File: src/rtl/core/usan_pkg.sv
`timescale 1ns / 1ps

package usan_pkg;

	// Byte classes of lax UTF-8
	localparam logic [7:0] CONT_LO   = 8'h80;
	localparam logic [7:0] CONT_HI   = 8'hBF;
	localparam logic [7:0] LEAD2_LO  = 8'hC2;
	localparam logic [7:0] LEAD2_HI  = 8'hDF;
	localparam logic [7:0] LEAD3_LO  = 8'hE0;
	localparam logic [7:0] LEAD3_HI  = 8'hEF;
	localparam logic [7:0] LEAD4_LO  = 8'hF0;
	localparam logic [7:0] LEAD4_HI  = 8'hF4;

	// Replacement character EF BF BD
	localparam logic [7:0] REPL_B0 = 8'hEF;
	localparam logic [7:0] REPL_B1 = 8'hBF;
	localparam logic [7:0] REPL_B2 = 8'hBD;

	// Command queue between front and back
	localparam int QUEUE_DEPTH = 4;
	localparam int QUEUE_AW    = $clog2(QUEUE_DEPTH);

	// Units per command: up to three held bytes plus the new one
	localparam int CMD_UNITS = 4;

	typedef struct packed {
		logic [7:0] in_byte;
		logic       end_of_string;
	} in_item_t;

	typedef struct packed {
		logic [7:0] out_byte;
		logic       run_last;
		logic       string_last;
	} out_item_t;

	// One command: a list of units, each a raw byte or a replacement triple
	typedef struct packed {
		logic [CMD_UNITS-1:0][7:0] unit_byte;
		logic [CMD_UNITS-1:0]      unit_repl;
		logic [1:0]                unit_last;
		logic                      eos;
	} cmd_t;

	// Queue status seen by front and back
	typedef struct packed {
		logic full;
		logic empty;
	} q_status_t;

	// Sequence length announced by a byte; zero for a bad lead
	function automatic logic [2:0] lead_len(input logic [7:0] b);
		logic [2:0] len;
		len = 3'd0;
		if (b < CONT_LO) begin
			len = 3'd1;
		end else if (b >= LEAD2_LO && b <= LEAD2_HI) begin
			len = 3'd2;
		end else if (b >= LEAD3_LO && b <= LEAD3_HI) begin
			len = 3'd3;
		end else if (b >= LEAD4_LO && b <= LEAD4_HI) begin
			len = 3'd4;
		end
		return len;
	endfunction

endpackage

File: src/rtl/core/usan_front.sv
`timescale 1ns / 1ps

module usan_front (
	input  logic               clk,
	input  logic               arst_n,
	input  logic               src_valid,
	output logic               src_stall,
	input  usan_pkg::in_item_t src_item,
	input  usan_pkg::q_status_t q_status,
	output logic               push,
	output usan_pkg::cmd_t     push_cmd
);

	logic [1:0] held_cnt_q;
	logic [2:0] exp_len_q;
	logic [7:0] held_q [3];

	logic       accept;
	logic [7:0] b;
	logic       eos;
	logic       is_cont;
	logic [2:0] len;
	logic [2:0] total;
	logic [1:0] held_cnt_d;
	logic [2:0] exp_len_d;
	logic       wr_en;
	logic [1:0] wr_idx;
	logic       emit;

	assign src_stall = q_status.full;
	assign accept    = src_valid && !q_status.full;
	assign b         = src_item.in_byte;
	assign eos       = src_item.end_of_string;
	assign is_cont   = (b >= usan_pkg::CONT_LO) && (b <= usan_pkg::CONT_HI);
	assign len       = usan_pkg::lead_len(b);
	assign total     = {1'b0, held_cnt_q} + 3'd1;
	assign push      = accept && emit;

	// Classify the byte against the open sequence and build a command
	always_comb begin
		push_cmd           = '0;
		push_cmd.unit_byte = {b, held_q[2], held_q[1], held_q[0]};
		push_cmd.eos       = eos;
		emit               = 1'b0;
		held_cnt_d         = held_cnt_q;
		exp_len_d          = exp_len_q;
		wr_en              = 1'b0;
		wr_idx             = held_cnt_q;
		if (held_cnt_q != 2'd0 && is_cont) begin
			if (total >= exp_len_q) begin
				push_cmd.unit_byte[held_cnt_q] = b;
				push_cmd.unit_last             = held_cnt_q;
				emit                           = 1'b1;
				held_cnt_d                     = 2'd0;
				exp_len_d                      = 3'd0;
			end else if (eos) begin
				push_cmd.unit_repl = '1;
				push_cmd.unit_last = held_cnt_q;
				emit               = 1'b1;
				held_cnt_d         = 2'd0;
				exp_len_d          = 3'd0;
			end else begin
				wr_en      = 1'b1;
				held_cnt_d = held_cnt_q + 2'd1;
			end
		end else begin
			// replace every held byte, then judge the new byte afresh
			for (int i = 0; i < usan_pkg::CMD_UNITS; i++) begin
				push_cmd.unit_repl[i] = (2'(i) < held_cnt_q);
			end
			held_cnt_d = 2'd0;
			exp_len_d  = 3'd0;
			if (len == 3'd1) begin
				push_cmd.unit_byte[held_cnt_q] = b;
				push_cmd.unit_last             = held_cnt_q;
				emit                           = 1'b1;
			end else if (len == 3'd0 || eos) begin
				push_cmd.unit_repl[held_cnt_q] = 1'b1;
				push_cmd.unit_last             = held_cnt_q;
				emit                           = 1'b1;
			end else begin
				if (held_cnt_q != 2'd0) begin
					push_cmd.unit_last = held_cnt_q - 2'd1;
					emit               = 1'b1;
				end
				wr_en      = 1'b1;
				wr_idx     = 2'd0;
				held_cnt_d = 2'd1;
				exp_len_d  = len;
			end
		end
	end

	// Advance the hold state on each accepted item
	always_ff @(posedge clk or negedge arst_n) begin
		if (!arst_n) begin
			held_cnt_q <= 2'd0;
			exp_len_q  <= 3'd0;
		end else if (accept) begin
			held_cnt_q <= held_cnt_d;
			exp_len_q  <= exp_len_d;
		end
	end

	// Hold bytes of an open sequence
	always_ff @(posedge clk) begin
		if (accept && wr_en) begin
			held_q[wr_idx] <= b;
		end
	end

endmodule

File: src/rtl/core/usan_queue.sv
`timescale 1ns / 1ps

module usan_queue (
	input  logic                clk,
	input  logic                arst_n,
	input  logic                push,
	input  usan_pkg::cmd_t      push_cmd,
	input  logic                pop,
	output usan_pkg::cmd_t      head,
	output usan_pkg::q_status_t q_status
);

	usan_pkg::cmd_t                 mem_q [usan_pkg::QUEUE_DEPTH];
	logic [usan_pkg::QUEUE_AW-1:0]  wr_ptr_q;
	logic [usan_pkg::QUEUE_AW-1:0]  rd_ptr_q;
	logic [usan_pkg::QUEUE_AW:0]    count_q;
	logic                           do_push;
	logic                           do_pop;

	assign q_status.full  = (count_q == (usan_pkg::QUEUE_AW+1)'(usan_pkg::QUEUE_DEPTH));
	assign q_status.empty = (count_q == '0);
	assign do_push        = push && !q_status.full;
	assign do_pop         = pop && !q_status.empty;
	assign head           = mem_q[rd_ptr_q];

	// Store commands
	always_ff @(posedge clk) begin
		if (do_push) begin
			mem_q[wr_ptr_q] <= push_cmd;
		end
	end

	// Advance pointers and count
	always_ff @(posedge clk or negedge arst_n) begin
		if (!arst_n) begin
			wr_ptr_q <= '0;
			rd_ptr_q <= '0;
			count_q  <= '0;
		end else begin
			if (do_push) begin
				wr_ptr_q <= wr_ptr_q + 1'b1;
			end
			if (do_pop) begin
				rd_ptr_q <= rd_ptr_q + 1'b1;
			end
			if (do_push && !do_pop) begin
				count_q <= count_q + 1'b1;
			end else if (do_pop && !do_push) begin
				count_q <= count_q - 1'b1;
			end
		end
	end

endmodule

File: src/rtl/core/usan_back.sv
`timescale 1ns / 1ps

module usan_back (
	input  logic                clk,
	input  logic                arst_n,
	input  usan_pkg::cmd_t      head,
	input  usan_pkg::q_status_t q_status,
	output logic                pop,
	output logic                dst_valid,
	input  logic                dst_stall,
	output usan_pkg::out_item_t dst_item
);

	logic [1:0] unit_q;
	logic [1:0] sub_q;
	logic       cur_repl;
	logic       unit_end;
	logic       cmd_end;
	logic       take;
	logic [7:0] repl_byte;

	assign dst_valid = !q_status.empty;
	assign take      = dst_valid && !dst_stall;
	assign cur_repl  = head.unit_repl[unit_q];
	assign unit_end  = !cur_repl || (sub_q == 2'd2);
	assign cmd_end   = unit_end && (unit_q == head.unit_last);
	assign pop       = take && cmd_end;

	// Pick the replacement byte for the current step of the triple
	always_comb begin
		case (sub_q)
			2'd0:    repl_byte = usan_pkg::REPL_B0;
			2'd1:    repl_byte = usan_pkg::REPL_B1;
			default: repl_byte = usan_pkg::REPL_B2;
		endcase
	end

	assign dst_item.out_byte    = cur_repl ? repl_byte : head.unit_byte[unit_q];
	assign dst_item.run_last    = cmd_end;
	assign dst_item.string_last = cmd_end && head.eos;

	// Walk units and triple steps of the head command
	always_ff @(posedge clk or negedge arst_n) begin
		if (!arst_n) begin
			unit_q <= 2'd0;
			sub_q  <= 2'd0;
		end else if (take) begin
			if (cmd_end) begin
				unit_q <= 2'd0;
				sub_q  <= 2'd0;
			end else if (unit_end) begin
				unit_q <= unit_q + 2'd1;
				sub_q  <= 2'd0;
			end else begin
				sub_q <= sub_q + 2'd1;
			end
		end
	end

endmodule

File: src/rtl/core/utf8_sanitizer_stream.sv
`timescale 1ns / 1ps

// UTF-8 sanitizer: bytes enter on the src channel and leave on the dst channel,
// with complete sequences passed through and every unusable byte turned into
// EF BF BD. Plain text moves one byte per cycle while dst_stall is low and the
// queue has room. Bytes of a multi-byte sequence are held in the front and
// produce nothing until the sequence completes; the whole sequence then leaves
// as one run. The back emits one output byte per cycle while dst_stall is low;
// one input byte can cause up to 12 output bytes, when a held sequence of three
// bytes is broken at end of string by a byte that cannot stand alone. A
// four-entry command queue between the front classifier and the back expander
// absorbs these bursts; src_stall rises only when that queue is full. Results
// appear, at the earliest, in the cycle after the causing byte is accepted.
module utf8_sanitizer_stream (
	input  logic                clk,
	input  logic                arst_n,
	input  logic                src_valid,
	output logic                src_stall,
	input  usan_pkg::in_item_t  src_item,
	output logic                dst_valid,
	input  logic                dst_stall,
	output usan_pkg::out_item_t dst_item
);

	usan_pkg::q_status_t q_status;
	usan_pkg::cmd_t      push_cmd;
	usan_pkg::cmd_t      head;
	logic                push;
	logic                pop;

	usan_front u_front (
		.clk      (clk),
		.arst_n   (arst_n),
		.src_valid(src_valid),
		.src_stall(src_stall),
		.src_item (src_item),
		.q_status (q_status),
		.push     (push),
		.push_cmd (push_cmd)
	);

	usan_queue u_queue (
		.clk     (clk),
		.arst_n  (arst_n),
		.push    (push),
		.push_cmd(push_cmd),
		.pop     (pop),
		.head    (head),
		.q_status(q_status)
	);

	usan_back u_back (
		.clk      (clk),
		.arst_n   (arst_n),
		.head     (head),
		.q_status (q_status),
		.pop      (pop),
		.dst_valid(dst_valid),
		.dst_stall(dst_stall),
		.dst_item (dst_item)
	);

endmodule

File: config.mk
export PLATFORM = sky130hd
export DESIGN_NAME = utf8_sanitizer_stream
export DESIGN_NICKNAME = d
export VERILOG_FILES = /design/src/rtl/core/usan_pkg.sv /design/src/rtl/core/usan_front.sv /design/src/rtl/core/usan_queue.sv /design/src/rtl/core/usan_back.sv /design/src/rtl/core/utf8_sanitizer_stream.sv
export SDC_FILE = /design/constraint.sdc
export NUM_CORES = 1
export LEC_CHECK = 0
export BUFFER_PORTS_ARGS = -buffer_cell sky130_fd_sc_hd__clkbuf_2
export CAP_MARGIN = 10
export CORE_ASPECT_RATIO = 1.1
export CORE_MARGIN = 10
export CORE_UTILIZATION = 66
export CTS_CLUSTER_DIAMETER = 80
export DETAILED_ROUTE_END_ITERATION = 10
export GPL_TIMING_DRIVEN = 0
export HOLD_SLACK_MARGIN = 0.03
export PLACE_DENSITY = 0.84
export SYNTH_ARGS = -nofsm -noshare
export SYNTH_HDL_FRONTEND = slang
export SYNTH_SLANG_ARGS = --single-unit
File: constraint.sdc
create_clock -name clk -period 5.1 [get_ports clk]
set_clock_uncertainty 0.1 [all_clocks]
set_input_delay 0.51 -clock clk [delete_from_list [all_inputs] [get_ports clk]]
set_output_delay 0.51 -clock clk [all_outputs]
set_load 0.01 [all_outputs]
# == Yosys cells after proc, flatten, opt, wreduce, memory -nomap -nowiden ==
# Memory sizes are Yosys's and may differ from the RTL's.
# Cells that the tools add are included.
# classes
muxes,60
reduce_logical,33
eq_ne,6
n_bitwise,1
add_sub_neg,9
n_lt_le_gt_ge,17
# op_table
operator,n
$mux W32,2
$mux W38,1
$mux W3,11
$bwmux W32,1
$ge A8 B8 Y1 const B,4
$le A8 B8 Y1 const B,4
$mux W2,15
$mux W8,3
$mux W1,18
$logic_and A1 B1 Y1,17
$bmux W8 S2,1
$demux W8 S2,1
$pmux W7 S2,1
$mux W4,3
$add A2 B1 Y2 const B,5
$lt A8 B8 Y1 const B,1
$logic_not A1 Y1,6
$logic_not A3 Y1,2
$lt A2 B3 Y1 const B,2
$mux W6,1
$reduce_bool A2 Y1,3
$lt A1 B2 Y1 const A,2
$lt A2 B2 Y1 const A,2
$or A4 B4 Y4,1
other kinds (17),19
# word_totals
ramBits,180
elab_cells,135
output_inout_bits,12
reg_bits,16
in_bits,13
mem_count,2
# memory_table
name,words,word_bits,rd,rd_clocked_by_memory_dff,write_ports,line_no,text
u_queue.mem_q,4,39,1,0,1,usan_queue.sv:13,usan_pkg::cmd_t mem_q [usan_pkg::QUEUE_DEPTH];
u_front.held_q,3,8,3,0,1,usan_front.sv:16,logic [7:0] held_q [3];

# == Depth between registers and ports, before layout ==
# depth
depth_word,17
mapped_depth,14
depth_no_buf,13

# == By module ==
# Synthesis repeated with hierarchy kept, for this count alone.
# hier_totals
hier_cells,450
hier_area_um2,8473.1
# by_module_without_submodules
module,n_inst,area_each_um2,cells_each,seq_area_each_um2
usan_queue,1,6103.4,240,4859.7
usan_front,1,1740.4,153,845.8
usan_back,1,629.4,57,100.1

# == Least setup slack after synthesis ==
# No wires, ideal clock.
# synth_timing
kind,flip-flop to flip-flop
start,register u_front.held_cnt_q[0]
end,"memory u_queue.mem_q[0][0] in the netlist's numbering, enable pin"
slack_ps,1799
required_time_ps,4600
path_buffers,0
setup_ps,400
path_stages_with_launch,9
synth_period_minus_slack_ps,3301
t_arrival_ps,2801
path_cell_list,dfrtp_1 inv_1 ha_1 ha_1 a21o_1 a2111o_1 nand2_1 a31oi_4 and2_1
# synth_between
elab_chain_len,9
word_cells_on_any_way,13
cone_classes,add/sub: 1; order compare: 1; mux: 7; reduce/logical: 4
# synth_lines
element,line_no,text
start: declaration,usan_front.sv:14,logic [1:0] held_cnt_q;
start signal: assignment,usan_front.sv:100,held_cnt_q <= held_cnt_d;
branches (longest 4 deep; another with $add A2 B1 Y3),-,
$mux W1 (*),usan_front.sv:49,if (held_cnt_q != 2'd0 && is_cont) begin
$logic_and A1 B1 Y1 (*),usan_front.sv:37,assign push = accept && emit;
$logic_and A1 B1 Y1 (*),usan_queue.sv:22,assign do_push = push && !q_status.full;
net u_queue.do_push,usan_queue.sv:17,logic do_push;
$mux W1 (*),usan_queue.sv:28,if (do_push) begin
$mux W1 (implied by the code) (*),usan_queue.sv:29,mem_q[wr_ptr_q] <= push_cmd;
end: declaration,usan_queue.sv:13,
# Mark *: on every way through the listed nets, which the timed path passes.

==> metrics <==
post-synthesis sequential area ratio=0.705; maximum fanout along the worst path=10; row cnt=42; Num CTS Buffers=17; deepest clock path buffer count=2; Critical Path AT=3140 ps; HPWL after DPL=9830 um; Setup-failing EPs final=0; Clk Latency, worst-skew pair=430 ps; placed instance count=620; routed wl met3=828 um; synthesized cell area=8240 um^2; WL/cell=25.4 um; slack of the worst reg-to-reg path=1470 ps; Worst slew margin=0.388; drt pass-1 iters=5; Synth Register Bits=196; Post-Syn Nets=466; most frequent cells in the layout=edfxtp_1, mux4_2, mux2_2, clkbuf_2, nand2_1; Slew Viols, Final=0; Layout area overhead=12.7%; Sw Ratio=0.309; H-tree Lvls=4; proportion of power drawn by combinational gates=0.341; Vias=4309; Gate Count Post-Synth=436; type of element launching the critical path=flip-flop; postcts setup bufs=0; Root Buffer=clkbuf_16; Die W=127 um; 1st-iter DRT viols=497; peak supply drop=0.000395 V; total power=5.39 mW; Antenna Nets Post-Route=0; commonest non-fill, non-tap cell in the layout=edfxtp_1; gr ovfl total=0; hold crit path type=in -> reg; routed vias/inst=6.62; Fmax=0.267 GHz; TritonCTS clock tree=yes; critical path data required time=4490 ps; Post-Route WL=16600 um; status=complete, no violations; Initial Util=0.679; RSZ-0062 raised after global routing=false; Finished Layout Cells=651; P_sw=1.66 mW; Clk pin slew, worst setup/hold paths=70 ps; number of global-route vias before repair=4477; Post-Route M1 WL=6670 um; Ys Warns=0; layout cell share with drive strength beyond 1=0.300; largest net degree at the start of global routing=21; routability cong.=0.826; Tot GR Track Use=0.196; DR DRC count=0; kind of critical path=reg -> out; Setup TNS Final=0 ps; Final Cycle Share=0.735; slew at the pin closest to its max-slew limit=914 ps; Clk pwr share=0.246; Internal=3.73 mW; Antenna Diode Count=0; storage element area=5810 um^2; NumNets Final=516; number of max-cap violations=0; first-pass GRT wire length=25300 um; Cell variety after synth=45; multi-input logic area=2310 um^2; PortBufs=24; IO Count=25; sequential power share=0.412; fill count=626; syn avg cell area=18.9 um^2; uppermost routed layer=met4; Placeable Area=12100 um^2; PD cells=581 nW/um^2; Die Height=137 um; element type at the critical path end=output pin; met2 routed WL=8670 um; Final min period=3750 ps; Sink Count=196; initial antenna violation count=0; die area=17400 um^2; final hold violations=0; LEAKAGE=3.22 nW
==> power by group through the flow <==
stage | combinational (mW) | clock, mW | sequential (mW)
floorplan | 1.28 | 0 | 2.22
global placement | 1.72 | 0 | 2.24
detailed placement | 1.83 | 0 | 2.25
CTS | 1.86 | 1.34 | 2.22
global route | 1.99 | 1.40 | 2.24
finish | 1.84 | 1.33 | 2.22
==> synthesized netlist by cell type, drive strengths merged <==
| master | instances | share of area |
|---|---|---|
| a2111o | 1 | 0.0014 |
| a211o | 1 | 0.0011 |
| a21o | 3 | 0.0027 |
| a21oi | 7 | 0.0047 |
| a22o | 3 | 0.0032 |
| a2bb2oi | 1 | 0.0011 |
| a31o | 1 | 0.0021 |
| a31oi | 1 | 0.0026 |
| and2 | 7 | 0.0053 |
| and3 | 1 | 0.00076 |
| and4 | 1 | 0.0014 |
| buf | 10 | 0.0080 |
| clkbuf | 7 | 0.0032 |
| dfrtp | 16 | 0.049 |
| edfxtp | 180 | 0.66 |
| fa | 1 | 0.0024 |
| ha | 16 | 0.024 |
| inv | 13 | 0.0059 |
| mux2 | 25 | 0.035 |
| mux2i | 7 | 0.0085 |
| mux4 | 44 | 0.12 |
| nand2 | 20 | 0.0091 |
| nand2b | 11 | 0.0084 |
| nand3 | 5 | 0.0030 |
| nand4bb | 1 | 0.0014 |
| nor2 | 14 | 0.0064 |
| nor2b | 4 | 0.0030 |
| nor3 | 4 | 0.0024 |
| nor3b | 1 | 0.00091 |
| nor4 | 2 | 0.0015 |
| o211ai | 2 | 0.0018 |
| o21ai | 8 | 0.0049 |
| o22ai | 1 | 0.00076 |
| o31ai | 3 | 0.0027 |
| o41ai | 2 | 0.0021 |
| or3 | 3 | 0.0029 |
| or4 | 1 | 0.00091 |
| xnor2 | 4 | 0.0052 |
| xor2 | 4 | 0.0043 |
==> critical path, stage by stage (launching register included) <==
cell and delay, ps:
dfrtp_1 360, buf_6 130, buf_2 280, clkbuf_1 620, mux4_2 420, mux4_2 480
mux2_2 280, clkbuf_2 130
==> path summary, 6_finish.rpt <==
path,cells past startpoint,endpoint,from
worst max register to register,11,u_queue.count_q[1],u_front.held_cnt_q[0]
worst min-delay path,1,u_queue.mem_q[0][37],src_item[7]
max in group asynchronous,2,u_front.exp_len_q[0],arst_n
worst max-delay path,7,dst_item[8],u_queue.rd_ptr_q[1]
worst min register to register,1,u_queue.count_q[2],u_queue.count_q[2]
min in group asynchronous,2,u_back.unit_q[0],arst_n
==> metal layers <==
layer / GRT usage / vias up
li1: - / 1840
met2: 0.326 / 168
met1: 0.239 / 2268
met4: 0.101 / 0
met5: 0 / -
met3: 0.0438 / 33
==> per-stage QoR <==
step                setup slack, ps  instance area [um^2]  hold WS, ps  utilization
global route                   1250                  9290          302        0.765
floorplan                      1800                  8240          114            -
CTS                            1360                  9290          291        0.765
detailed placement             1540                  8690          365        0.716
global placement                759                  8550          357        0.704
finish                         1350                  9290          312        0.765
==> cell type report <==
type / instances / share of cell area
multi-input combinational: 210 / 0.249
tap: 154 / 0.0207
timing repair buffer: 31 / 0.0275
clock buffer: 18 / 0.0462
buffer: 17 / 0.00997
inverter: 13 / 0.00525
sequential: 196 / 0.625
clock inverter: 12 / 0.0166
==> flip-flops by register name, indices dropped and copies added, names as in the netlist <==
signal              flops
u_queue.wr_ptr_q        2
u_front.held_q         24
u_front.exp_len_q       3
u_back.unit_q           2
u_front.held_cnt_q      2
u_queue.mem_q         156
u_back.sub_q            2
u_queue.count_q         3
u_queue.rd_ptr_q        2
==> cell families after synthesis <==
logic type / Yosys count / share of synthesized area
AND/OR/NAND/NOR: 75 / 0.0474
adder cells (fa/ha/maj): 17 / 0.0267
AO/OA/AOI/OAI: 34 / 0.0311
XOR/XNOR: 8 / 0.00942
multiplexers: 76 / 0.163
buffers and inverters: 30 / 0.0172
flip-flops: 196 / 0.705
==> repair_timing <==
item                                    in CTS  in global routing
endpoints found under the setup margin       0                  0
endpoints found under the hold margin       16                  0
gates resized for setup                      0                  0
hold buffers                                 1                  0
(Power assumes the default switching activity.)
